===== src/bid_pkg.sv =====
// Shared constants, types and code names for the binary dilation block.
// No dependencies; imported by every other file but bid_in_if and bid_ram.
`timescale 1ns / 1ps

package bid_pkg;

  localparam int MAX_SIDE   = 1024;
  localparam int MAX_SE     = 7;
  localparam int SE_STRIDE  = 7;
  localparam int SIDE_W     = 11;
  localparam int SE_W       = 3;
  localparam int MASK_W     = 49;
  localparam int OUT_W      = 10;
  localparam int CFG_IDX_W  = 2;

  localparam int COL_W      = $clog2(MAX_SIDE);
  localparam int ROW_W      = COL_W + 1;
  localparam int HIST_W     = MAX_SE - 1;
  localparam int C_W        = $clog2(MAX_SE / 2 + 1);
  localparam int LAG_W      = $clog2((MAX_SE / 2) * MAX_SIDE + MAX_SE / 2 + 1);

  typedef enum logic [CFG_IDX_W-1:0] {
    CFG_IMAGE_SIDE = 2'd0,
    CFG_SE_SIDE    = 2'd1,
    CFG_SE_MASK    = 2'd2
  } cfg_idx_t;

  // Effective configuration seen by the window stage.
  typedef struct packed {
    logic [ROW_W-1:0]  side;
    logic [C_W-1:0]    c;
    logic [MASK_W-1:0] mask_act;
  } cfg_t;

  // One accepted item with its input and output positions.
  typedef struct packed {
    logic             valid;
    logic             pix;
    logic [COL_W-1:0] col;
    logic [ROW_W-1:0] row;
    logic             emit;
    logic [COL_W-1:0] out_row;
    logic [COL_W-1:0] out_col;
    logic             last;
  } item_t;

  typedef struct packed {
    logic             pixel_out;
    logic [OUT_W-1:0] out_row;
    logic [OUT_W-1:0] out_col;
    logic             frame_end;
  } result_t;

endpackage


===== src/bid_out_fifo.sv =====
// Three-entry result queue between the window stage and the result channel.
// Depends on bid_pkg; also tells the input side whether an item fits.
`timescale 1ns / 1ps

module bid_out_fifo (
  input  logic              clk,
  input  logic              rst_n,
  input  logic              push,
  input  bid_pkg::result_t  wdata,
  input  logic              pending,
  output logic              room,
  output logic              out_valid,
  input  logic              out_ready,
  output bid_pkg::result_t  rdata
);
  import bid_pkg::*;

  localparam int DEPTH = 3;
  localparam int PTR_W = $clog2(DEPTH);
  localparam int CNT_W = $clog2(DEPTH + 1);

  result_t            entry_r [DEPTH];
  logic [PTR_W-1:0]   wr_ptr_r, wr_ptr_nxt;
  logic [PTR_W-1:0]   rd_ptr_r, rd_ptr_nxt;
  logic [CNT_W-1:0]   count_r, count_nxt;
  logic               pop;

  assign out_valid = (count_r != '0);
  assign pop       = out_valid && out_ready;
  assign rdata     = entry_r[rd_ptr_r];

  // An item in the window stage may still add a result, so count it as taken.
  assign room = ((CNT_W+1)'(count_r) + (CNT_W+1)'(pending)) < (CNT_W+1)'(DEPTH);

  always_comb begin
    wr_ptr_nxt = wr_ptr_r;
    rd_ptr_nxt = rd_ptr_r;
    count_nxt  = count_r;
    if (push) begin
      wr_ptr_nxt = (wr_ptr_r == PTR_W'(DEPTH - 1)) ? '0 : wr_ptr_r + PTR_W'(1);
    end
    if (pop) begin
      rd_ptr_nxt = (rd_ptr_r == PTR_W'(DEPTH - 1)) ? '0 : rd_ptr_r + PTR_W'(1);
    end
    case ({push, pop})
      2'b10:   count_nxt = count_r + CNT_W'(1);
      2'b01:   count_nxt = count_r - CNT_W'(1);
      default: count_nxt = count_r;
    endcase
  end

  always_ff @(posedge clk) begin
    if (!rst_n) begin
      wr_ptr_r <= '0;
      rd_ptr_r <= '0;
      count_r  <= '0;
    end else begin
      wr_ptr_r <= wr_ptr_nxt;
      rd_ptr_r <= rd_ptr_nxt;
      count_r  <= count_nxt;
    end
  end

  always_ff @(posedge clk) begin
    if (push) begin
      entry_r[wr_ptr_r] <= wdata;
    end
  end

  a_no_overflow: assert property (@(posedge clk) disable iff (!rst_n)
    push |-> (count_r < CNT_W'(DEPTH)) || pop)
    else $error("result pushed into a full queue");

  a_count_bound: assert property (@(posedge clk) disable iff (!rst_n)
    (count_r <= CNT_W'(DEPTH)) && (!room || (count_r < CNT_W'(DEPTH))))
    else $error("result queue count out of range");

endmodule


===== config.mk =====
export PLATFORM = sky130hd
export DESIGN_NAME = bid_out_fifo
export DESIGN_NICKNAME = d
export VERILOG_FILES = /design/src/bid_pkg.sv /design/src/bid_out_fifo.sv
export SDC_FILE = /design/constraint.sdc
export NUM_CORES = 1
export LEC_CHECK = 0
export BUFFER_PORTS_ARGS = -buffer_cell sky130_fd_sc_hd__buf_2
export CAP_MARGIN = 20
export CORE_UTILIZATION = 50
export DETAILED_ROUTE_END_ITERATION = 8
export GPL_ROUTABILITY_DRIVEN = 0
export PLACE_DENSITY = 0.73
export SYNTH_ARGS = -nofsm -noshare
export SYNTH_HDL_FRONTEND = slang
export SYNTH_SLANG_ARGS = --single-unit
export TNS_END_PERCENT = 5

===== constraint.sdc =====
create_clock -name clk -period 3.5 [get_ports clk]
set_clock_uncertainty 0.05 [all_clocks]
set_input_delay 0.7 -clock clk [delete_from_list [all_inputs] [get_ports clk]]
set_output_delay 0.7 -clock clk [all_outputs]
set_load 0.02 [all_outputs]

==> results of run 1 <==
## power breakdown
group	switching, mW	leakage, nW	internal (mW)
Combinational	0.274	0.411	0.178
Clock	0.272	0.0757	0.259
Sequential	0.0254	0.676	1.02
Total	0.571	1.16	1.45
## registers in the layout (all words and copies together) (netlist names), named ones only
name,cells
entry_r,66
count_r,2
wr_ptr_r,2
rd_ptr_r,2
## critical path, delay by kind of cell
kind,cells,cell delay [ns]
AOI/OAI and AO/OA,1,0.13
buffers and inverters,2,0.27
adders and majority gates,2,0.46
## cell type report
| class | instances | share of cell area (%) |
|---|---|---|
| Sequential cell | 74 | 65.1 |
| Multi-Input combinational cell | 93 | 18.4 |
| Timing Repair Buffer | 56 | 8.98 |
| Clock buffer | 15 | 4.45 |
| Tap cell | 70 | 2.66 |
| Inverter | 2 | 0.228 |
| Clock inverter | 1 | 0.152 |
## synth_stat cells (3+ instances only)
master    count  area share [%]
edfxtp_1     66              71
nand2_1      26             3.5
o21ai_1      23             4.1
mux2i_1      22             7.9
dfxtp_1       8             5.8
a21boi_1      3            0.81
buf_2         3            0.54
clkbuf_1      3            0.40
ha_1          3             1.3
## per-layer routing
layer	global-route usage (%)	wire length, µm	share of wire [%]	up-vias
li1	-	-	-	777
met1	19.6	1940	45	718
met2	26.9	2110	49	33
met3	4.79	158	3.7	9
met4	9.23	88	2.1	0
met5	0	0	0	-
## cell usage in the layout, fill, tap and decap left out, types with 3 or more instances in the layout
cell type  synthesis  routed
o21ai_1           23      23
clkbuf_1           3       6
ha_1               3       3
buf_4              2       6
mux2i_1           22      22
a21boi_1           3       3
nand2_1           26      26
buf_2              3      50
clkbuf_8           0       9
edfxtp_1          66      66
dfxtp_1            8       8
## path summary, 6_finish.rpt
check / end / slack, ns / cells after the start
hold reg to reg: rd_ptr_r[1] / 0.44 / 2
setup reg to reg: count_r[1] / 1.81 / 5
hold / removal: rd_ptr_r[1] / 0.44 / 2
setup / recovery: room / 1.18 / 5
## cell families after synthesis
| group | after synthesis | share of synthesized area [%] |
|---|---|---|
| multiplexers | 22 | 7.91 |
| AO/OA/AOI/OAI | 30 | 5.84 |
| AND/OR/NAND/NOR | 36 | 5.62 |
| adder cells (fa/ha/maj) | 3 | 1.35 |
| XOR/XNOR | 2 | 0.629 |
| flip-flops | 74 | 76.9 |
| buffers and inverters | 10 | 1.75 |
==> summary.md, run 1 <==
| Metric | Value |
|---|---|
| CTS tree | built |
| Clk Latency, worst-skew pair | 0.32 ns |
| Slew Viols, Final | 0 |
| GRT Util Overall | 16.5% |
| CP startpoint kind | input port |
| HP Start | rd_ptr_r[1] |
| Avg Synthesized Cell Area | 15.7 µm² |
| Post-DP Area | 0.00314 mm² |
| Status | finished clean |
| N_diodes | 0 |
| Highest fanout seen on the critical path | 1 |
| Starting Density | 53.2% |
| Hold slack | 0.436 ns |
| Vias in the first global route | 1,541 |
| Number of port buffers | 50 |
| GR Overflow Total | 0 |
| Synth async-reset ratio | 0% |
| RSZ-0062 raised after global routing | false |
| DR pass1 iterations | 4 |
| MaxCap Viol Count | 0 |
| Per-cell routed wire length | 13.8 µm |
| Final setup TNS | 0 ns |
| Post-layout util | 62.8% |
| Tot Pwr | 2.03 mW |
| Critical Path AT | 1.57 ns |
| Worst Setup SP | pending |
| DRT iter0 DRCs | 84 |
| Final worst setup slack | 1.18 ns |
| Post-synth EDFFs | 66 |
| Crit-path max cell delay | 0.27 ns |
| Share of cells above drive strength 1 | 29.0% |
| Slowest CP cell | ha_1 |
| Mapped Area | 0.00279 mm² |
| Area of the multi-input gates | 604 µm² |
| Tmin final | 2.32 ns |
| Root Buffer | clkbuf_8 |
| Storage cell area | 0.00214 mm² |
| Clock transition at path regs | 0.07 ns |
| Crit-path cells | buf_2 -> ha_1 -> ha_1 -> a21oi_1 -> buf_2 |
| Hold-fix buffers, CTS | 0 |
| Post-Layout Cell Count | 311 |
| Finished Cell Area | 0.00329 mm² |
| Dpl cells | 295 |
| Row cnt | 26 |
| Post-Syn Nets | 207 |
| CTS sink count | 74 |
| Die width | 76.6 µm |
| Critical path class | in -> out |
| Relative slew slack | 65.3% |
| First-pass GRT wire length | 7110 µm |
| Synth warnings | 0 |
| Setup bufs post-CTS | 0 |
| Fill cell count | 408 |
| Final setup vio count | 0 |
| Post-route DRC | 0 |
| Final WL | 4290 µm |
| Vias per cell | 4.94 |
| Pin count of the biggest net entering global routing | 45 |
| Initial antenna violation count | 0 |
| Resized cells post-CTS | 0 |
| Hold Crit Class | reg -> reg |
| Netlist cell types | 23 |
| Die Y | 76.6 µm |
| VDD IR max | 0.000441 V |
| Core area | 0.00524 mm² |
| Place WS | 1.18 ns |
| Crit path required time | 2.75 ns |
| Worst-case clock buffer depth | 2 |
| Final hold violation count | 0 |
| Area delta synth->final | 18.1% |
| Sequential cell area fraction in the yosys report | 76.9% |
| F_max | 0.432 GHz |
| Nets | 266 |
| Commonest register cell after synthesis | edfxtp_1 |
| RR Startpoint | count_r[0] |
| Syn Inst Count | 177 |
| Worst-Margin Slew | 0.520 ns |
| I/O pin cnt | 51 |
| Die ar. | 0.00587 mm² |
| Power Density | 616 mW/mm² |
| CTS Buf Count | 9 |
| Tcrit/Tclk final | 66.2% |
| Post-DRT Antenna Nets | 0 |
| Seq cells post-synth | 74 |
| Final HPWL DP | 2780 µm |
| LEAKAGE | 1.16 nW |
| Vias | 1,537 |
| CTS H-tree lvls | 3 |
| Crit. End Element | primary output |
Power figures use the tool's default switching activity.
==> run 2, diff against run 1 <==
- CORE_UTILIZATION: 50 -> 49
- PLACE_DENSITY: 0.73 -> 0.74
- clock period: 3.5 -> 2 ns (I/O delays scaled with it)
==> summary.md, run 2 (same netlist as run 1, synthesis figures left out) <==
| Metric | Value |
|---|---|
| Status | finished clean (unchanged) |
| CTS sink count | 74 (unchanged) |
| Final worst setup slack | 0.0841 ns (was 1.18 ns) |
| Hold Crit Class | in -> reg (was reg -> reg) |
| Post-layout util | 60.5% (was 62.8%) |
| Crit-path max cell delay | 0.36 ns (was 0.27 ns) |
| Post-DP Area | 0.00318 mm² (was 0.00314 mm²) |
| Tcrit/Tclk final | 95.8% |
| Post-Layout Cell Count | 312 (was 311) |
| Hold slack | 0.215 ns (was 0.436 ns) |
| WHS Path Cells | 1 (was 2) |
| Commonest non-fill, non-tap cell in the layout | edfxtp_1 (unchanged) |
| Final hold violation count | 0 (unchanged) |
| RSZ-0062 raised after global routing | false (unchanged) |
| Finished Cell Area | 0.00333 mm² (was 0.00329 mm²) |
| Starting Density | 50.6% (was 53.2%) |
| Flop2flop setup slack | 0.35 ns (was 1.81 ns) |
| Area delta synth->final | 19.5% (was 18.1%) |
| Crit-path cells | ha_1 -> ha_1 -> a21oi_1 -> buf_2 (was buf_2 -> ha_1 -> ha_1 -> a21oi_1 -> buf_2) |
| Highest fanout seen on the critical path | 5 (was 1) |
| Vias per cell | 4.91 (was 4.94) |
| Cell mode on critical path | ha_1 |
| I/O pin cnt | 51 (unchanged) |
| Critical Path AT | 1.47 ns (was 1.57 ns) |
| Post-DRT Antenna Nets | 0 (unchanged) |
| Number of port buffers | 50 (unchanged) |
| LEAKAGE | 1.17 nW (was 1.16 nW) |
| Slew Viols, Final | 0 (unchanged) |
| Worst-case clock buffer depth | 2 (unchanged) |
| Crit. End Element | primary output (unchanged) |
| Vias | 1,533 (was 1,537) |
| CTS Buf Count | 9 (unchanged) |
| Share of cells above drive strength 1 | 29.6% (was 29.0%) |
| Cell family with most CP delay | adder cells (unchanged) |
| GR Overflow Total | 0 (unchanged) |
| Final WL | 4310 µm (was 4290 µm) |
| Post-route DRC | 0 (unchanged) |
| Largest Register | entry_r (unchanged) |
| Worst-Margin Slew | 0.376 ns (was 0.520 ns) |
| CP startpoint kind | flip-flop (was input port) |
| Tot Pwr | 3.57 mW (was 2.03 mW) |
| Power Density | 1070 mW/mm² (was 616 mW/mm²) |
| F_max | 0.522 GHz |
| Core area | 0.00551 mm² (was 0.00524 mm²) |
| Max reg flops | 66 (unchanged) |
| First-pass GRT wire length | 6870 µm (was 7110 µm) |
| Per-cell routed wire length | 13.8 µm (about the same) |
| Crit path required time | 1.55 ns (was 2.75 ns) |
| N_diodes | 0 (unchanged) |
| Commonest cells after routing, fill and taps aside | edfxtp_1 (66), buf_2 (50), nand2_1 (26) (unchanged) |
| Nets | 265 (was 266) |
| CP bufs+invs | 1 (was 2) |
| VDD IR max | 0.000615 V (was 0.000441 V) |
| Place WS | 0.288 ns (was 1.18 ns) |
| Initial antenna violation count | 0 (unchanged) |
| DR pass1 iterations | 4 (unchanged) |
| Clk Latency, worst-skew pair | 0.33 ns (was 0.32 ns) |
| Resized cells post-CTS | 0 (unchanged) |
| Critical path class | reg -> out (was in -> out) |
| Relative slew slack | 74.8% (was 65.3%) |
| CTS tree | built (unchanged) |
| Final HPWL DP | 2630 µm (was 2780 µm) |
| Tmin final | 1.92 ns |
| Hold-fix buffers, CTS | 0 (unchanged) |
| MaxCap Viol Count | 0 (unchanged) |
| Setup bufs post-CTS | 0 (unchanged) |
| Die Y | 77.4 µm (was 76.6 µm) |
| Worst reg-to-reg path cell count | 5 (unchanged) |
| Pin count of the biggest net entering global routing | 45 (unchanged) |
| Root Buffer | clkbuf_8 (unchanged) |
| Vias in the first global route | 1,492 (was 1,541) |
| Clock transition at path regs | 0.07 ns (about the same) |
| Die ar. | 0.00599 mm² (was 0.00587 mm²) |
| CTS H-tree lvls | 3 (unchanged) |
| Row cnt | 27 (was 26) |
| Die width | 77.4 µm (was 76.6 µm) |
| Final setup vio count | 0 (unchanged) |
| GRT Util Overall | 16.0% (was 16.5%) |
| Cell depth of the worst setup path | 4 (was 5) |
| DRT iter0 DRCs | 144 (was 84) |
| Dpl cells | 296 (was 295) |
| Slowest CP cell | dfxtp_1 (was ha_1) |
| Final setup TNS | 0 ns (unchanged) |
run 2: path summary, 6_finish.rpt:
path,from,endpoint
setup / recovery,count_r[0],room
hold / removal,wdata[14],entry_r[0][14]
setup reg to reg,count_r[0],count_r[1]
hold reg to reg,rd_ptr_r[0],rd_ptr_r[0]
run 2: area by class of cell:
class                      instances  area (µm²)
tap                               72        90.1
clock inverter                     4        18.8
clock buffer                      12         135
fill                             435        2180
multi-input combinational         93         611
sequential                        74        2140
inverter                           2        7.51
timing repair buffer              55         325
run 2: where the power goes:
group          total (mW)  leakage, nW  internal [mW]  switching, mW
clock network       0.922       0.0816          0.441          0.481
logic               0.817        0.418          0.334          0.482
registers            1.83        0.676           1.78         0.0500
total                3.57         1.17           2.56           1.01
run 2: metal layers:
| layer | global-route usage (%) | share of wire, % | wire length (µm) |
|---|---|---|---|
| met1 | 18.1 | 43 | 1850 |
| met3 | 4.47 | 3.7 | 161 |
| met5 | 0 | 0 | 0 |
| met2 | 27.4 | 51 | 2210 |
| met4 | 8.49 | 2.0 | 85 |
run 2: worst register-to-register path, stage by stage, from the launching register on:
cell and delay, ns:
dfxtp_1 0.36, o21ai_1 0.27, inv_1 0.07, ha_1 0.32, or3_1 0.38, a21boi_1 0.14
