**src/bid_pkg.sv**
```systemverilog
// Shared constants, types and code names for the binary dilation block.
// No dependencies; imported by every other file but bid_in_if and bid_ram.
`timescale 1ns / 1ps

package bid_pkg;

  localparam int MAX_SIDE   = 1024;
  localparam int MAX_SE     = 7;
  localparam int SE_STRIDE  = 7;
  localparam int SIDE_W     = 11;
  localparam int SE_W       = 3;
  localparam int MASK_W     = 49;
  localparam int OUT_W      = 10;
  localparam int CFG_IDX_W  = 2;

  localparam int COL_W      = $clog2(MAX_SIDE);
  localparam int ROW_W      = COL_W + 1;
  localparam int HIST_W     = MAX_SE - 1;
  localparam int C_W        = $clog2(MAX_SE / 2 + 1);
  localparam int LAG_W      = $clog2((MAX_SE / 2) * MAX_SIDE + MAX_SE / 2 + 1);

  typedef enum logic [CFG_IDX_W-1:0] {
    CFG_IMAGE_SIDE = 2'd0,
    CFG_SE_SIDE    = 2'd1,
    CFG_SE_MASK    = 2'd2
  } cfg_idx_t;

  // Effective configuration seen by the window stage.
  typedef struct packed {
    logic [ROW_W-1:0]  side;
    logic [C_W-1:0]    c;
    logic [MASK_W-1:0] mask_act;
  } cfg_t;

  // One accepted item with its input and output positions.
  typedef struct packed {
    logic             valid;
    logic             pix;
    logic [COL_W-1:0] col;
    logic [ROW_W-1:0] row;
    logic             emit;
    logic [COL_W-1:0] out_row;
    logic [COL_W-1:0] out_col;
    logic             last;
  } item_t;

  typedef struct packed {
    logic             pixel_out;
    logic [OUT_W-1:0] out_row;
    logic [OUT_W-1:0] out_col;
    logic             frame_end;
  } result_t;

endpackage

```
**src/bid_ctrl.sv**
```systemverilog
// Configuration registers and position counters of the dilation block.
// Depends on bid_pkg; feeds each accepted item to bid_window.
`timescale 1ns / 1ps

module bid_ctrl (
  input  logic                           clk,
  input  logic                           rst_n,
  input  logic                           in_valid,
  input  logic                           in_ready,
  input  logic                           pixel_in,
  input  logic                           pad,
  input  logic                           cfg_we,
  input  logic [bid_pkg::CFG_IDX_W-1:0]  cfg_index,
  input  logic [bid_pkg::MASK_W-1:0]     cfg_wdata,
  output bid_pkg::item_t                 issue,
  output bid_pkg::cfg_t                  cfg
);
  import bid_pkg::*;

  logic [ROW_W-1:0]  side_r, side_nxt;
  logic [SE_W-1:0]   se_r, se_nxt;
  logic [MASK_W-1:0] mask_r, mask_nxt, mask_act_r;
  logic [ROW_W-1:0]  in_row_r, in_row_nxt;
  logic [COL_W-1:0]  in_col_r, in_col_nxt;
  logic [LAG_W-1:0]  pre_cnt_r, pre_cnt_nxt;
  logic              out_act_r, out_act_nxt;
  logic [COL_W-1:0]  out_row_r, out_row_nxt;
  logic [COL_W-1:0]  out_col_r, out_col_nxt;

  logic [C_W-1:0]    c;
  logic [LAG_W-1:0]  lag;
  logic              accept, emit, last, restart;
  logic              col_last, out_col_last, out_row_last;

  function automatic logic [ROW_W-1:0] clamp_side(input logic [SIDE_W-1:0] v);
    if (v == '0) begin
      return ROW_W'(1);
    end else if (32'(v) > MAX_SIDE) begin
      return ROW_W'(MAX_SIDE);
    end
    return ROW_W'(v);
  endfunction

  function automatic logic [SE_W-1:0] clamp_se(input logic [SE_W-1:0] v);
    if (v == '0) begin
      return SE_W'(1);
    end else if (32'(v) > MAX_SE) begin
      return SE_W'(MAX_SE);
    end
    return v;
  endfunction

  // Structuring-element bits that lie inside the active se x se square.
  function automatic logic [MASK_W-1:0] se_region(input logic [SE_W-1:0] se);
    logic [MASK_W-1:0] m;
    m = '0;
    for (int x = 0; x < MAX_SE; x++) begin
      for (int y = 0; y < MAX_SE; y++) begin
        m[x * SE_STRIDE + y] = (x < int'(se)) && (y < int'(se));
      end
    end
    return m;
  endfunction

  // Items before the first result: c full rows plus c pixels.
  function automatic logic [LAG_W-1:0] lag_of(input logic [ROW_W-1:0] side,
                                             input logic [C_W-1:0] cc);
    logic [LAG_W-1:0] acc;
    acc = LAG_W'(cc);
    for (int i = 0; i < C_W; i++) begin
      if (cc[i]) begin
        acc = acc + (LAG_W'(side) << i);
      end
    end
    return acc;
  endfunction

  assign c   = C_W'(se_r >> 1);
  assign lag = lag_of(side_r, c);

  assign accept       = in_valid && in_ready;
  assign col_last     = ({1'b0, in_col_r} == side_r - ROW_W'(1));
  assign out_col_last = ({1'b0, out_col_r} == side_r - ROW_W'(1));
  assign out_row_last = ({1'b0, out_row_r} == side_r - ROW_W'(1));
  assign emit         = out_act_r || (pre_cnt_r == lag);
  assign last         = emit && out_col_last && out_row_last;
  assign restart      = cfg_we && ((cfg_idx_t'(cfg_index) == CFG_IMAGE_SIDE) ||
                                   (cfg_idx_t'(cfg_index) == CFG_SE_SIDE));

  always_comb begin
    side_nxt    = side_r;
    se_nxt      = se_r;
    mask_nxt    = mask_r;
    in_row_nxt  = in_row_r;
    in_col_nxt  = in_col_r;
    pre_cnt_nxt = pre_cnt_r;
    out_act_nxt = out_act_r;
    out_row_nxt = out_row_r;
    out_col_nxt = out_col_r;

    if (cfg_we) begin
      case (cfg_idx_t'(cfg_index))
        CFG_IMAGE_SIDE: side_nxt = clamp_side(cfg_wdata[SIDE_W-1:0]);
        CFG_SE_SIDE:    se_nxt   = clamp_se(cfg_wdata[SE_W-1:0]);
        CFG_SE_MASK:    mask_nxt = cfg_wdata;
        default: ;
      endcase
    end

    if (accept) begin
      if (col_last) begin
        in_col_nxt = '0;
        in_row_nxt = in_row_r + ROW_W'(1);
      end else begin
        in_col_nxt = in_col_r + COL_W'(1);
      end

      if (emit) begin
        out_act_nxt = 1'b1;
        if (out_col_last) begin
          out_col_nxt = '0;
          out_row_nxt = out_row_r + COL_W'(1);
        end else begin
          out_col_nxt = out_col_r + COL_W'(1);
        end
      end else begin
        pre_cnt_nxt = pre_cnt_r + LAG_W'(1);
      end
    end

    // The last result of a frame and any size change both start a new frame.
    if ((accept && last) || restart) begin
      in_row_nxt  = '0;
      in_col_nxt  = '0;
      pre_cnt_nxt = '0;
      out_act_nxt = 1'b0;
      out_row_nxt = '0;
      out_col_nxt = '0;
    end
  end

  always_ff @(posedge clk) begin
    if (!rst_n) begin
      side_r     <= ROW_W'(8);
      se_r       <= SE_W'(3);
      mask_r     <= MASK_W'(511);
      mask_act_r <= MASK_W'(511);
      in_row_r   <= '0;
      in_col_r   <= '0;
      pre_cnt_r  <= '0;
      out_act_r  <= 1'b0;
      out_row_r  <= '0;
      out_col_r  <= '0;
    end else begin
      side_r     <= side_nxt;
      se_r       <= se_nxt;
      mask_r     <= mask_nxt;
      mask_act_r <= mask_r & se_region(se_r);
      in_row_r   <= in_row_nxt;
      in_col_r   <= in_col_nxt;
      pre_cnt_r  <= pre_cnt_nxt;
      out_act_r  <= out_act_nxt;
      out_row_r  <= out_row_nxt;
      out_col_r  <= out_col_nxt;
    end
  end

  always_comb begin
    issue.valid   = accept;
    issue.pix     = pixel_in & ~pad;
    issue.col     = in_col_r;
    issue.row     = in_row_r;
    issue.emit    = emit;
    issue.out_row = out_row_r;
    issue.out_col = out_col_r;
    issue.last    = last;
  end

  assign cfg.side     = side_r;
  assign cfg.c        = c;
  assign cfg.mask_act = mask_act_r;

  a_cols_in_image: assert property (@(posedge clk) disable iff (!rst_n)
    ({1'b0, in_col_r} < side_r) && ({1'b0, out_col_r} < side_r))
    else $error("column counter beyond image side");

  a_warmup_bound: assert property (@(posedge clk) disable iff (!rst_n)
    !out_act_r |-> (pre_cnt_r <= lag))
    else $error("warm-up count passed the lag");

  a_frame_restart: assert property (@(posedge clk) disable iff (!rst_n)
    (accept && last) |=> (in_row_r == '0) && (in_col_r == '0) &&
                         (pre_cnt_r == '0) && !out_act_r)
    else $error("frame end did not clear the counters");

endmodule

```
**config.mk**
```make
export PLATFORM = sky130hd
export DESIGN_NAME = bid_ctrl
export DESIGN_NICKNAME = d
export VERILOG_FILES = /design/src/bid_pkg.sv /design/src/bid_ctrl.sv
export SDC_FILE = /design/constraint.sdc
export NUM_CORES = 1
export LEC_CHECK = 0
export BUFFER_PORTS_ARGS = -buffer_cell sky130_fd_sc_hd__buf_2
export CAP_MARGIN = 20
export CORE_ASPECT_RATIO = 0.9
export CORE_UTILIZATION = 47
export CTS_CLUSTER_DIAMETER = 60
export DETAILED_ROUTE_END_ITERATION = 16
export HOLD_SLACK_MARGIN = 0.05
export PLACE_DENSITY_LB_ADDON = 0.15
export SYNTH_ARGS = -nofsm -noshare
export SYNTH_HDL_FRONTEND = slang
export SYNTH_SLANG_ARGS = --single-unit
```
**constraint.sdc**
```tcl
create_clock -name clk -period 4.9 [get_ports clk]
set_input_delay 0.245 -clock clk [delete_from_list [all_inputs] [get_ports clk]]
set_output_delay 0.245 -clock clk [all_outputs]
set_load 0.05 [all_outputs]
```
==> results.py <==
metrics = {
    "outcome": {
        "outcome": "complete, no violations",
    },
    "final_layout": {
        "area_delta_synth_final_pct": 20.7,
        "fin_area_mm2": 0.0104,
        "layout.nets": 1247,
        "fillCellCount": 1692,
        "final_core_util": 0.585,
        "seq_area_mm2": 0.00333,
        "drive_gt1_frac": 0.236,
        "multi_input_area_mm2": 0.00488,
    },
    "setup_path": {
        "cp.buffers_inverters": 3,
        "cp.depth": 15,
        "critPathMaxStageDelay_ns": 0.47,
        "startpoint": "se_r[2]",
        "endpoint_kind": "output port",
        "crit_chain": "inv_1 > fa_2 > a21oi_1 > ha_1 > inv_1 > fa_1 > nand2b_1 > a211o_1 > and4_1 > or4_1 > a211oi_2 > nor4b_4 > a21o_4 > and2b_1 > buf_4",
        "regToRegStartpoint": "side_r[7]",
        "arrival_ns": 4.46,
        "critPathLaunchType": "flip-flop",
        "crit_type": "flip-flop to output port",
        "ff2ff_setup_slack_ns": 0.44,
        "cp_top_family": "simple AND/OR/NAND/NOR gates",
        "path_max_fanout": 5,
        "r2r_end": "out_col_r[8]",
        "r2r_cells": 13,
        "cp.required_ns": 4.66,
        "endpoint": "issue[0]",
        "crit_top_cell": "inv_1",
        "cp_slowest_cell": "fa_2",
    },
    "hold_path": {
        "hold_class": "primary input to flip-flop",
        "hp-start": "cfg_wdata[34]",
    },
    "drt": {
        "vias": 7606,
        "initialDrtViolationCount": 529,
        "drt-pass1-iter-count": 5,
        "viasPerCell": 5.35,
        "drc_errors": 0,
        "avgRoutedWirePerCell_um": 15.8,
        "wirelength_um": 22500,
        "ant_nets": 0,
    },
    "placed_design": {
        "routabilityCongestion": 0.843,
        "io_buffers": 164,
        "dp_hpwl_um": 15400,
        "place_area_mm2": 0.00958,
    },
    "job": {
        "cap_viol_max_count": 0,
    },
    "yosys": {
        "synthCells": 1010,
        "yosysTopAreaCell": "dfxtp_1",
        "synth_nets": 1090,
        "synth_warnings": 0,
        "netlist_area_mm2": 0.00865,
        "avgSynthCellArea_um2": 8.57,
        "synth.top_cell.area_share": 0.384,
        "synthTopCellsByArea": "dfxtp_1, nand2_1, a21boi_0, xnor2_1, xor2_1",
        "seq_area_frac_synth": 0.384,
        "synth_edf_count": 0,
        "ys_ff_latch": 166,
        "synth_ff_type": "dfxtp_1",
        "async_flop_share": 0,
        "synth_cell_types": 85,
    },
    "grt": {
        "grt_max_degree": 53,
        "grt_pass1_wl_um": 35900,
        "grtUsageTotal": 0.238,
        "antenna_found_initial": 2,
        "grt_overflow": 0,
        "grt_pass1_vias": 6806,
    },
    "clocking": {
        "clk_latency_ns": 0.44,
        "htreeDepth": 4,
        "cts_inserted_buffers": 17,
        "cts.sinks": 166,
        "clockBufferDepth": 2,
        "cts_tree": "built",
        "path_clk_slew_ns": 0.08,
        "cts_root_buffer": "clkbuf_16",
    },
    "timing": {
        "max_freq_mhz": 213,
        "slew_violations": 0,
        "setup_violations": 0,
        "whs_ns": 0.0543,
        "maxSlewHeadroom": 0.362,
        "hold_viol_final": 0,
        "finalCritPeriodShare": 0.960,
        "max_slew.worst_pin.slew_ns": 0.958,
        "post-route-min-period_ns": 4.70,
        "skew_ns": 0.0111,
    },
    "power": {
        "leakage_nw": 4.39,
        "ir_drop_uv": 223,
        "power_density_mw_per_mm2": 293,
    },
    "floorplanning": {
        "die_w_um": 145,
        "ioPinCount": 165,
        "die_area_mm2": 0.0190,
        "rows": 46,
        "initial_core_util": 0.485,
        "core_area_mm2": 0.0178,
        "chipHeight_um": 131,
    },
}
==> synth_stat cells, drive strengths merged, types with 3 or more instances <==
| master | count |
|---|---|
| dfxtp | 166 |
| clkbuf | 39 |
| nor4 | 9 |
| nor2 | 51 |
| or3 | 11 |
| nand4 | 26 |
| and3 | 29 |
| xor2 | 34 |
| nand2b | 8 |
| or4 | 14 |
| nor4b | 3 |
| or2 | 3 |
| mux2i | 8 |
| ha | 20 |
| o21a | 4 |
| buf | 32 |
| a31oi | 5 |
| a21o | 5 |
| xnor2 | 45 |
| and2 | 30 |
| a31o | 8 |
| nand2 | 162 |
| and3b | 3 |
| a21boi | 49 |
| nor3 | 17 |
| nor2b | 10 |
| o21ai | 25 |
| nor3b | 4 |
| a21oi | 49 |
| nand3b | 12 |
| inv | 26 |
| nand4b | 4 |
| a211oi | 10 |
| o31ai | 12 |
| o211ai | 4 |
| nand3 | 36 |
==> sequential cells by signal (all words and copies together) (netlist names) <==
signal      flops
in_col_r       10
in_row_r       11
mask_act_r     49
mask_r         49
out_act_r       1
out_col_r      10
out_row_r      10
pre_cnt_r      12
se_r            3
side_r         11
==> logic make-up after synthesis <==
logic type | Yosys count | synth area share
flip-flops | 166 | 0.384
buffers and inverters | 99 | 0.0555
XOR/XNOR | 80 | 0.0860
AO/OA/AOI/OAI | 194 | 0.157
multiplexers | 9 | 0.0106
adder cells (fa/ha/maj) | 23 | 0.0347
AND/OR/NAND/NOR | 439 | 0.273
==> metal layers <==
metal | part of all wire | global-route usage | wire, µm
met5 | 0.00076 | 0 | 17
met4 | 0.015 | 0.0682 | 335
met3 | 0.055 | 0.0497 | 1230
met2 | 0.45 | 0.375 | 10100
met1 | 0.48 | 0.330 | 10800
==> power by group <==
part | internal (mW) | switching (mW) | leakage, nW
Clock | 0.699 | 0.668 | 0.296
Sequential | 1.37 | 0.0167 | 1.35
Combinational | 0.118 | 0.183 | 2.75
Total | 2.19 | 0.867 | 4.39
==> how the worst min path moves through the flow <==
stage / end / slack, ns / cells past startpoint
6_report: mask_r[34] / 0.05 / 3
3_5_place_dp: mask_act_r[31] / 0.44 / 1
5_1_grt: mask_r[23] / 0.06 / 3
3_3_place_gp: mask_act_r[19] / 0.43 / 1
4_1_cts: mask_r[28] / 0.05 / 3
2_1_floorplan: mask_r[3] / 0.37 / 2
==> worst register-to-register path, stage by stage (launching register included) <==
cell and delay (ns):
dfxtp_1 0.79, nand4_1 0.28, o311ai_1 0.41, nand2_1 0.13, ha_1 0.43, nand2_1 0.14, a211oi_1 0.36, o32ai_1 0.18
or3_1 0.38, a211oi_1 0.24, a32oi_1 0.19, buf_12 0.20, or4_1 0.51, a21oi_1 0.16
==> layout make-up <==
class / instances / area share
diodes: 1 / 0.000240
clock buffers: 17 / 0.0407
clock inverters: 15 / 0.0182
inverters: 28 / 0.0101
multi-input cells: 747 / 0.467
flip-flops and latches: 166 / 0.319
well taps: 240 / 0.0287
repair buffers: 207 / 0.117
==> through the flow <==
step	instances	TNS (ns)	power (mW)	setup WS (ns)
global placement	1364	0	1.70	0.354
global route	1421	-0.00792	3.18	-0.00792
detailed placement	1364	0	1.70	0.305
CTS	1416	0	3.08	0.0576
floorplan	1010	0	1.62	0.00927
finish	1421	0	3.06	0.197
==> cells in the final DEF (no fill, tap or decap), types with 11 or more instances in the layout <==
cell,instances
nand3b_1,11
o21ai_0,23
nor3_1,13
clkbuf_16,17
o31ai_1,11
ha_1,20
nand4_1,26
xnor2_1,41
dfxtp_1,164
and2_1,30
nand3_1,35
and3_1,29
nor2_1,43
nand2_1,161
buf_4,23
dlygate4sd3_1,19
or4_1,12
a21oi_1,45
a21boi_0,49
inv_1,25
buf_2,163
xor2_1,34
==> what timing repair did <==
item,in CTS,in global routing
hold endpoints to repair,19,0
hold buffers,19,0
gates cloned,1,1
gates resized for setup,3,4
endpoints found under the setup margin,2,5
pin swaps,1,1
buffers inserted,0,3
Note: power is estimated with default switching activity, not from simulation.
